<file path="config.mk">
export PLATFORM = sky130hd
export DESIGN_NAME = rcd_ram
export DESIGN_NICKNAME = d
export VERILOG_FILES = /design/src/rcd_ram.sv
export SDC_FILE = /design/constraint.sdc
export NUM_CORES = 2
export LEC_CHECK = 0
export BUFFER_PORTS_ARGS = -buffer_cell sky130_fd_sc_hd__buf_2
export CORE_MARGIN = 4
export CORE_UTILIZATION = 40
export CTS_CLUSTER_SIZE = 8
export DETAILED_ROUTE_END_ITERATION = 8
export PLACE_DENSITY = 0.6
export SLEW_MARGIN = 0
export SYNTH_ARGS = -nofsm -noshare
export SYNTH_HDL_FRONTEND = slang
export SYNTH_SLANG_ARGS = --single-unit
</file>
<file path="constraint.sdc">
create_clock -name clk -period 4.7 [get_ports clk]
set_clock_uncertainty 0.2 [all_clocks]
set_input_delay 1.41 -clock clk [delete_from_list [all_inputs] [get_ports clk]]
set_output_delay 1.41 -clock clk [all_outputs]
set_load 0.01 [all_outputs]
</file>
<file path="src/rcd_ram.sv">
// Generic single-write, single-read RAM with registered read data.
// No dependencies.
module rcd_ram #(
  parameter int WIDTH = 4,
  parameter int DEPTH = 1024
) (
  input  logic                     clk,
  input  logic                     we,
  input  logic [$clog2(DEPTH)-1:0] waddr,
  input  logic [WIDTH-1:0]         wdata,
  input  logic [$clog2(DEPTH)-1:0] raddr,
  output logic [WIDTH-1:0]         rdata
);

  logic [WIDTH-1:0] mem [DEPTH];

  always_ff @(posedge clk) begin
    if (we) begin
      mem[waddr] <= wdata;
    end
    rdata <= mem[raddr];
  end

endmodule

</file>
==> flow_metrics.env <==
export IMPL_status="completed"
export IMPL_syn_area_um2=162100
export IMPL_synth_nets=8316
export IMPL_cp_arrival_ns=5.24
export IMPL_critPathLaunchType="input port"
export IMPL_cts_tree="yes"
export IMPL_finalWirelength_um=472400
export IMPL_r2r_cells=9
export IMPL_period_minus_slack_ns=4.580
export IMPL_detailed_place_hpwl_um=293800
export IMPL_drc=0
export IMPL_start_util_pct=40.20
export IMPL_layout_drive_gt1_share_pct=26.35
export IMPL_clkTransAtPathRegs_ns=0.05
export IMPL_endpoint_kind="register"
export IMPL_fin_crit_sh_pct=97.46
export IMPL_path_class="input port to register"
export IMPL_cts_hold_fix_buffers=0
export IMPL_postPlaceCellArea_um2=174300
export IMPL_synth_avg_cell_area_um2=19.55
export IMPL_num_rows=233
export IMPL_postCtsSetupRepairBufs=0
export IMPL_rsz0062_at_grt="false"
export IMPL_hold_depth=1
export IMPL_required_ns=5.36
export IMPL_tightest_slew_ns=1.205
export IMPL_design_portCount=30
export IMPL_final_common_cell="edfxtp_1"
export IMPL_grt_pass1_wl_um=670800
export IMPL_stdcell_count=14610
export IMPL_max_clock_path_buffers=4
export IMPL_power_density_nw_per_um2=431.1
export IMPL_cts_max_level=6
export IMPL_maxCapViolations=0
export IMPL_grt_overflow_total=0
export IMPL_antenna_found_initial=38
export IMPL_yosysSeqAreaShare_pct=75.93
export IMPL_whs_ns=0.6623
export IMPL_synthCells=8290
export IMPL_synth_seq_cells=4100
export IMPL_cts_root_buf="clkbuf_16"
export IMPL_synth_yosys_warnings=0
export IMPL_slew_headroom_pct=19.15
export IMPL_ir_drop_mv=0.3700
export IMPL_placed_cells=13910
export IMPL_wl_per_cell_um=32.35
export IMPL_hold_class="input port to register"
export IMPL_max_freq_mhz=218.3
export IMPL_finalSetupViolations=0
export IMPL_final_cell_mix="edfxtp_1, nor2_1, mux4_2"
export IMPL_cts_num_sinks=4100
export IMPL_die_area_um2=415500
export IMPL_vias=87450
export IMPL_setup_ws_ns=0.1196
export IMPL_clock_latency_ns=1.04
export IMPL_crit_path_max_fanout=17
export IMPL_finalMaxSlewViolations=0
export IMPL_stdcell_area_um2=190200
export IMPL_vias_per_cell=5.988
export IMPL_fin_nets=9116
export IMPL_synthToLayoutAreaGrowth_pct=17.35
export IMPL_synthFlopType="edfxtp_1"
export IMPL_die_width_um=644.6
export IMPL_synth_edf_count=4096
export IMPL_detail_route_first_pass_iterations=5
export IMPL_synthArstFlopShare_pct=0
export IMPL_final_antenna_net_count=0
export IMPL_place_congestion=0.8545
export IMPL_die_h_um=644.6
export IMPL_fin_util_pct=47.18
export IMPL_hold_viol=0
export IMPL_dp_slack_ns=-1.346
export IMPL_portBuffers=29
export IMPL_dr_first_iter_drc_count=12470
export IMPL_grt_pass1_vias=89010
export IMPL_core_area_um2=403200
export IMPL_track_usage_pct=22.37
export IMPL_grt_max_degree=179
export IMPL_cts_made_buffers=583
export IMPL_ys_types=76
export IMPL_p_leak_uw=0.06012
per-layer routing:
| layer | vias up | GRT usage (%) | wire (µm) |
|---|---|---|---|
| met5 | - | 0 | 10 |
| met3 | 839 | 4.383 | 47510 |
| li1 | 35360 | - | - |
| met4 | 2 | 7.712 | 17610 |
| met2 | 4982 | 35.94 | 226300 |
| met1 | 46270 | 30.62 | 181000 |
report_power, final:
part / switching [µW] / total, µW / internal [µW]
sequential: 26.4 / 40400 / 40300
combinational: 2700 / 4300 / 1610
clock: 14900 / 37300 / 22400
sequential cells by signal, summed over array words and instances, names as in the netlist:
register	flops
mem	4096
rdata	4
final timing paths:
| kind | startpoint | endpoint | slack, ns |
|---|---|---|---|
| setup reg to reg | mem[939][1] | rdata[1] | 1.14 |
| hold reg to reg | mem[755][2] | rdata[2] | 0.79 |
| setup / recovery | raddr[0] | rdata[2] | 0.12 |
| hold / removal | wdata[1] | mem[790][1] | 0.66 |
synthesized netlist by cell type (8+ instances only):
master,number,area (µm²)
nand3_1,62,310.3
buf_2,64,320.3
or2_2,9,56.30
o221ai_1,168,1471
nand4_1,12,75.07
nor2_1,1103,4140
mux2i_1,461,4614
mux2_2,23,259.0
nor3_1,100,500.5
a22o_1,11,96.34
a221oi_1,29,254.0
buf_4,60,450.4
a22oi_1,80,600.6
o2111ai_1,9,78.83
and3_1,12,75.07
o21ai_0,66,330.3
mux4_2,875,19710
a2111oi_0,10,87.58
a31oi_1,11,68.82
nor2b_1,15,93.84
a21oi_1,129,645.6
nor3b_1,8,60.06
clkbuf_1,300,1126
a211oi_1,13,97.59
buf_1,84,315.3
edfxtp_1,4096,123000
o22ai_1,89,556.8
nand2b_1,12,75.07
nor4_1,21,131.4
buf_6,81,912.1
nand2_1,166,623.1
area by class of cell:
| type | count | area (µm²) |
|---|---|---|
| Antenna cell | 20 | 50.05 |
| Clock buffer | 623 | 14950 |
| Clock inverter | 52 | 882.1 |
| Fill cell | 32810 | 213000 |
| Inverter | 6 | 36.28 |
| Multi-Input combinational cell | 3593 | 36290 |
| Sequential cell | 4100 | 123100 |
| Tap cell | 5405 | 6763 |
| Timing Repair Buffer | 806 | 8170 |
worst max-delay path, cell delays in order:
cell,delay (ns)
buf_12,0.17
buf_12,0.27
buf_4,0.27
buf_4,0.27
mux2i_1,0.23
a22oi_1,0.10
a31oi_1,0.34
o21ai_0,0.19
nor4_2,0.67
buf_4,0.27
a211oi_1,0.17
o41ai_2,0.60
nand4_1,0.16
what timing repair did:
action | 4_1_cts | 5_1_grt
setup endpoints to repair | 1 | 1
cloned | 0 | 0
gates resized for setup | 2 | 2
cells by family (layout without fill, tap and decap cells):
kind of cell / after synthesis / in the layout / synth area share, %
DFF: 4100 / 4100 / 75.93
and+or+nand+nor: 1560 / 1560 / 3.986
muxes: 1359 / 1359 / 15.16
AOI/OAI and AO/OA: 674 / 674 / 2.959
buffers and inverters: 597 / 1487 / 1.963
other: 0 / 20 / 0
metrics by stage:
step | TNS [ns] | power (µW)
2_1_floorplan | 0 | 43000
3_3_place_gp | -2.402 | 45270
5_1_grt | 0 | 84330
3_5_place_dp | -2.478 | 45330
4_1_cts | 0 | 82430
6_report | 0 | 82000
No activity file was read; power rests on OpenSTA's default activity.
