## src/rcd_pkg.sv

```systemverilog
// Shared constants and types for the grid ray caster.
// No dependencies; used by rcd_div, the top level and the testbench.
package rcd_pkg;

  localparam int MAP_SIZE  = 32;
  localparam int CELL_BITS = 4;
  localparam int MAP_DEPTH = MAP_SIZE * MAP_SIZE;
  localparam int ADDR_W    = $clog2(MAP_DEPTH);
  localparam int CRD_W     = 8;
  localparam int STEP_MAX  = 2 * MAP_SIZE + 2;
  localparam int STEP_W    = $clog2(STEP_MAX + 1);
  localparam int DIV_W     = 32;
  localparam int DIV_CNT_W = $clog2(DIV_W + 1);

  localparam logic [25:0] DIST_MAX = 26'h3FF_FFFF;
  localparam logic [15:0] LH_MAX   = 16'hFFFF;
  localparam logic [11:0] WIDTH_RST  = 12'd640;
  localparam logic [11:0] HEIGHT_RST = 12'd480;

  typedef enum logic [1:0] {
    ST_WRITE = 2'd0,
    ST_HIT   = 2'd1,
    ST_LEFT  = 2'd2
  } status_t;

  typedef enum logic {
    CFG_WIDTH  = 1'b0,
    CFG_HEIGHT = 1'b1
  } cfg_idx_t;

endpackage

```

## src/rcd_div.sv

```systemverilog
// Shared restoring divider, one quotient bit per cycle.
// Depends on rcd_pkg for the operand width.
module rcd_div
  import rcd_pkg::*;
(
  input  logic             clk,
  input  logic             rst_n,
  input  logic             go,
  input  logic [DIV_W-1:0] num,
  input  logic [DIV_W-1:0] den,
  output logic             done,
  output logic [DIV_W-1:0] quo
);

  logic                 busy_r, busy_nxt;
  logic                 done_r, done_nxt;
  logic [DIV_CNT_W-1:0] cnt_r, cnt_nxt;
  logic [DIV_W-1:0]     rem_r, rem_nxt;
  logic [DIV_W-1:0]     q_r, q_nxt;
  logic [DIV_W-1:0]     den_r, den_nxt;
  logic [DIV_W:0]       sh;

  assign sh = {rem_r, q_r[DIV_W-1]};

  always_comb begin
    busy_nxt = busy_r;
    done_nxt = 1'b0;
    cnt_nxt  = cnt_r;
    rem_nxt  = rem_r;
    q_nxt    = q_r;
    den_nxt  = den_r;
    if (go && !busy_r) begin
      busy_nxt = 1'b1;
      cnt_nxt  = DIV_CNT_W'(DIV_W);
      rem_nxt  = '0;
      q_nxt    = num;
      den_nxt  = den;
    end else if (busy_r) begin
      if (sh >= {1'b0, den_r}) begin
        rem_nxt = DIV_W'(sh - {1'b0, den_r});
        q_nxt   = {q_r[DIV_W-2:0], 1'b1};
      end else begin
        rem_nxt = sh[DIV_W-1:0];
        q_nxt   = {q_r[DIV_W-2:0], 1'b0};
      end
      cnt_nxt = cnt_r - 1'b1;
      if (cnt_r == DIV_CNT_W'(1)) begin
        busy_nxt = 1'b0;
        done_nxt = 1'b1;
      end
    end
  end

  always_ff @(posedge clk) begin
    if (!rst_n) begin
      busy_r <= 1'b0;
      done_r <= 1'b0;
      cnt_r  <= '0;
    end else begin
      busy_r <= busy_nxt;
      done_r <= done_nxt;
      cnt_r  <= cnt_nxt;
    end
  end

  always_ff @(posedge clk) begin
    rem_r <= rem_nxt;
    q_r   <= q_nxt;
    den_r <= den_nxt;
  end

  assign done = done_r;
  assign quo  = q_r;

endmodule

```

## config.mk

```make
export PLATFORM = sky130hd
export DESIGN_NAME = rcd_div
export DESIGN_NICKNAME = d
export VERILOG_FILES = /design/src/rcd_pkg.sv /design/src/rcd_div.sv
export SDC_FILE = /design/constraint.sdc
export NUM_CORES = 1
export LEC_CHECK = 0
export BUFFER_PORTS_ARGS = -buffer_cell sky130_fd_sc_hd__buf_2
export CORE_UTILIZATION = 57
export DETAILED_ROUTE_END_ITERATION = 12
export PLACE_DENSITY = 0.81
export SLEW_MARGIN = 10
export SYNTH_ARGS = -nofsm -noshare
export SYNTH_HDL_FRONTEND = slang
export SYNTH_SLANG_ARGS = --single-unit
```

## constraint.sdc

```tcl
create_clock -name clk -period 3.6 [get_ports clk]
set_clock_uncertainty 0.2 [all_clocks]
set_input_delay 0.18 -clock clk [delete_from_list [all_inputs] [get_ports clk]]
set_output_delay 0.18 -clock clk [all_outputs]
set_load 0.03 [all_outputs]
```

==> impl_results.md <==
- Status: finished, final reports clean
- Worst Tran Pin Value: 0.717 ns
- F_max: 310 MHz
- Die area: 0.0109 mm²
- FF-to-FF path depth: 11
- Synth Net Count: 737
- Synth area leader: edfxtp_1
- Number of max-cap violations: 0
- Total GRT Usage: 29.2%
- Cts bufs inserted: 9
- Mean Syn Cell Area: 9.43 µm²
- Core Region: 0.0102 mm²
- Count leader, synth: nand2_1
- Clock Path Buffers: 2
- Crit Path Max Fanout: 39
- Flop2flop setup slack: 0.38 ns
- Rel. slew slack: 52.1%
- First-pass GRT wire length: 25.2 mm
- N_diodes: 0
- Crit-path most repeated cell: nand3_1
- Initial cell density of the core: 58.5%
- Async S/R FF share, synth: 0%
- Worst Hold End: rem_r[7]
- Total gr overflow: 0
- TritonCTS clock tree: done
- Post-CTS Setup Inserts: 0
- Final Slew Violations: 0
- Critical Path Max Stage Delay: 0.55 ns
- DRT iter0 DRCs: 334
- Placement row count: 37
- Pre-CTS WS: 0.448 ns
- Worst hold path startpoint: rem_r[7]
- Initial antenna violation count: 0
- DRT antenna net count: 0
- Placed inst area: 0.00658 mm²
- Worst EP required: 3.74 ns
- Vias in the first global route: 5351
- CTS sink count: 104
- Largest cells by area after synthesis: edfxtp_1 (32%), dfxtp_1 (13%), nand2_1 (8.8%)
- Synth top area share: 32.1%
- Share of layout cells above drive strength 1: 17.8%
- Wirelength per Cell: 16.3 µm
- Cell at the slowest stage of the critical path: o31a_4
- H-Tree Depth: 3
- DR vias: 5356
- Final hold vios: 0
- Hpwl dp: 9.56 mm
- Syn Std Cell Area: 0.00599 mm²
- Number of synthesis warnings: 0
- Drt first pass iters: 5
- Largest net degree at the start of global routing: 40
- RSZ-0062 raised after global routing: no
- Drt via density: 5.76
- Post-synthesis sequential area ratio: 45.5%
- Final Cell Area: 0.00743 mm²
- CP Class: reg2reg
- Fin Setup TNS: 0 ns
- Fin crit period: 3.22 ns
- Port Buf Inserts: 99
- DRC violation count after routing: 0
- Worst-path cell chain: inv_1, ha_1, nand3_1, a21boi_4, a41oi_2, a21oi_2, a221o_4, a41oi_4, o31a_4, or4_1, nand3_1
- CP top delay family: compound AO/OA/AOI/OAI gates
- Critical path capture point type: flip-flop
- Yosys reg bits: 104
- Cell Pwr Density: 660 mW/mm²
- EDFF count, synth: 64
- RR Startpoint: den_r[5]
- P&R area growth vs syn: 24.0%
- Worst hold path depth: 2
- Setup ws final: 0.376 ns
- # IOs: 100
- Die height: 104 µm
- Top cells by count, synth: nand2_1 (140), edfxtp_1 (64), inv_1 (41)
- Final setup fails: 0
- Pwr Total: 4.90 mW
- VDD IR max: 407 µV
- Final period utilization: 89.6%
- Synth cell types: 62
- WP data arrival: 3.36 ns
- Clock Latency Late Sink: 0.40 ns
- Post-CTS Hold Fix Bufs: 66
- Post-CTS sizing: 0
- Hold Crit Class: reg2reg
- Critical path buffers and inverters: 1
- Clk pin slew, worst setup/hold paths: 0.10 ns
- Total wire length: 15.2 mm
- Die width: 104 µm
- Placer congestion estimate: 0.923
- Ys flop type: edfxtp_1
- CP Launch Type: flip-flop
- Reg2reg end: rem_r[3]
- Nets: 891
- Clock root buffer: clkbuf_8
- Synth Instances: 635
- Leakage: 3.27 nW
[power breakdown]
part | switching [mW] | internal [mW] | leakage (nW)
registers | 0.190 | 1.53 | 0.960
clock network | 0.439 | 0.279 | 0.0912
logic | 1.45 | 1.01 | 2.22
total | 2.08 | 2.82 | 3.27
[metal layers]
| metal | track usage, % | up-vias | routed length [µm] |
|---|---|---|---|
| met1 | 35.1 | 2519 | 6240 |
| met5 | 0 | - | 0 |
| li1 | - | 2578 | - |
| met4 | 12.0 | 0 | 419 |
| met2 | 49.4 | 223 | 7440 |
| met3 | 7.89 | 36 | 1080 |
[layout make-up]
type / instances / area [µm²]
repair buffers: 172 / 1230
multi-input cells: 461 / 2960
fillers: 716 / 2800
well taps: 136 / 170
inverters: 41 / 154
clock buffers: 10 / 138
flip-flops and latches: 104 / 2720
clock inverters: 6 / 48.8
[cell usage in the layout, fill, tap and decap left out, drive strengths merged, types with 4 or more instances in the layout]
| cell type | n |
|---|---|
| edfxtp | 64 |
| dlygate4sd3 | 66 |
| o311ai | 13 |
| nor3 | 7 |
| a21oi | 37 |
| nor4 | 4 |
| mux2i | 11 |
| a211oi | 5 |
| dfxtp | 40 |
| nor2 | 23 |
| o21a | 8 |
| a21o | 13 |
| xor2 | 15 |
| and3 | 5 |
| o211ai | 5 |
| nand2 | 140 |
| nor2b | 5 |
| a31oi | 4 |
| nand2b | 8 |
| buf | 106 |
| ha | 34 |
| a32oi | 5 |
| o31ai | 5 |
| xnor2 | 14 |
| clkbuf | 10 |
| nand3 | 32 |
| inv | 44 |
| o21ai | 29 |
[worst max path at each step]
stage | from | to | slack (ns) | cells after the start
after floorplan | quo[31] | rem_r[16] | 0.64 | 12
after global placement | quo[31] | rem_r[3] | 0.51 | 11
after detailed placement | den_r[2] | rem_r[3] | 0.45 | 11
after CTS | den_r[2] | rem_r[3] | 0.40 | 11
after global routing | den_r[2] | rem_r[3] | 0.16 | 11
final | den_r[5] | rem_r[3] | 0.38 | 11
[cells by family after synthesis]
family,synth area share (%)
adder cells (fa/ha/maj),7.44
buffers and inverters,5.14
AO/OA/AOI/OAI,18.0
XOR/XNOR,4.24
multiplexers,1.84
AND/OR/NAND/NOR,17.8
flip-flops,45.5
[flip-flops by register name, summed over array words and instances (netlist names)]
signal,cells
cnt_r,6
rem_r,32
den_r,32
done,1
quo,32
busy_r,1
[through the flow]
stage	hold slack (ns)	std cells	util, %
floorplan	0.0789	635	-
global placement	0.156	848	64.3
detailed placement	0.159	848	64.3
CTS	0.268	930	72.6
global route	0.259	930	72.6
finish	0.277	930	72.6
[worst register-to-register path: stages (launching register included)]
cell,delay (ns)
edfxtp_1,0.33
inv_1,0.04
ha_1,0.46
nand3_1,0.20
a21boi_4,0.18
a41oi_2,0.07
a21oi_2,0.25
a221o_4,0.24
a41oi_4,0.05
o31a_4,0.55
or4_1,0.52
nand3_1,0.08
No activity file was read; power rests on OpenSTA's default activity.
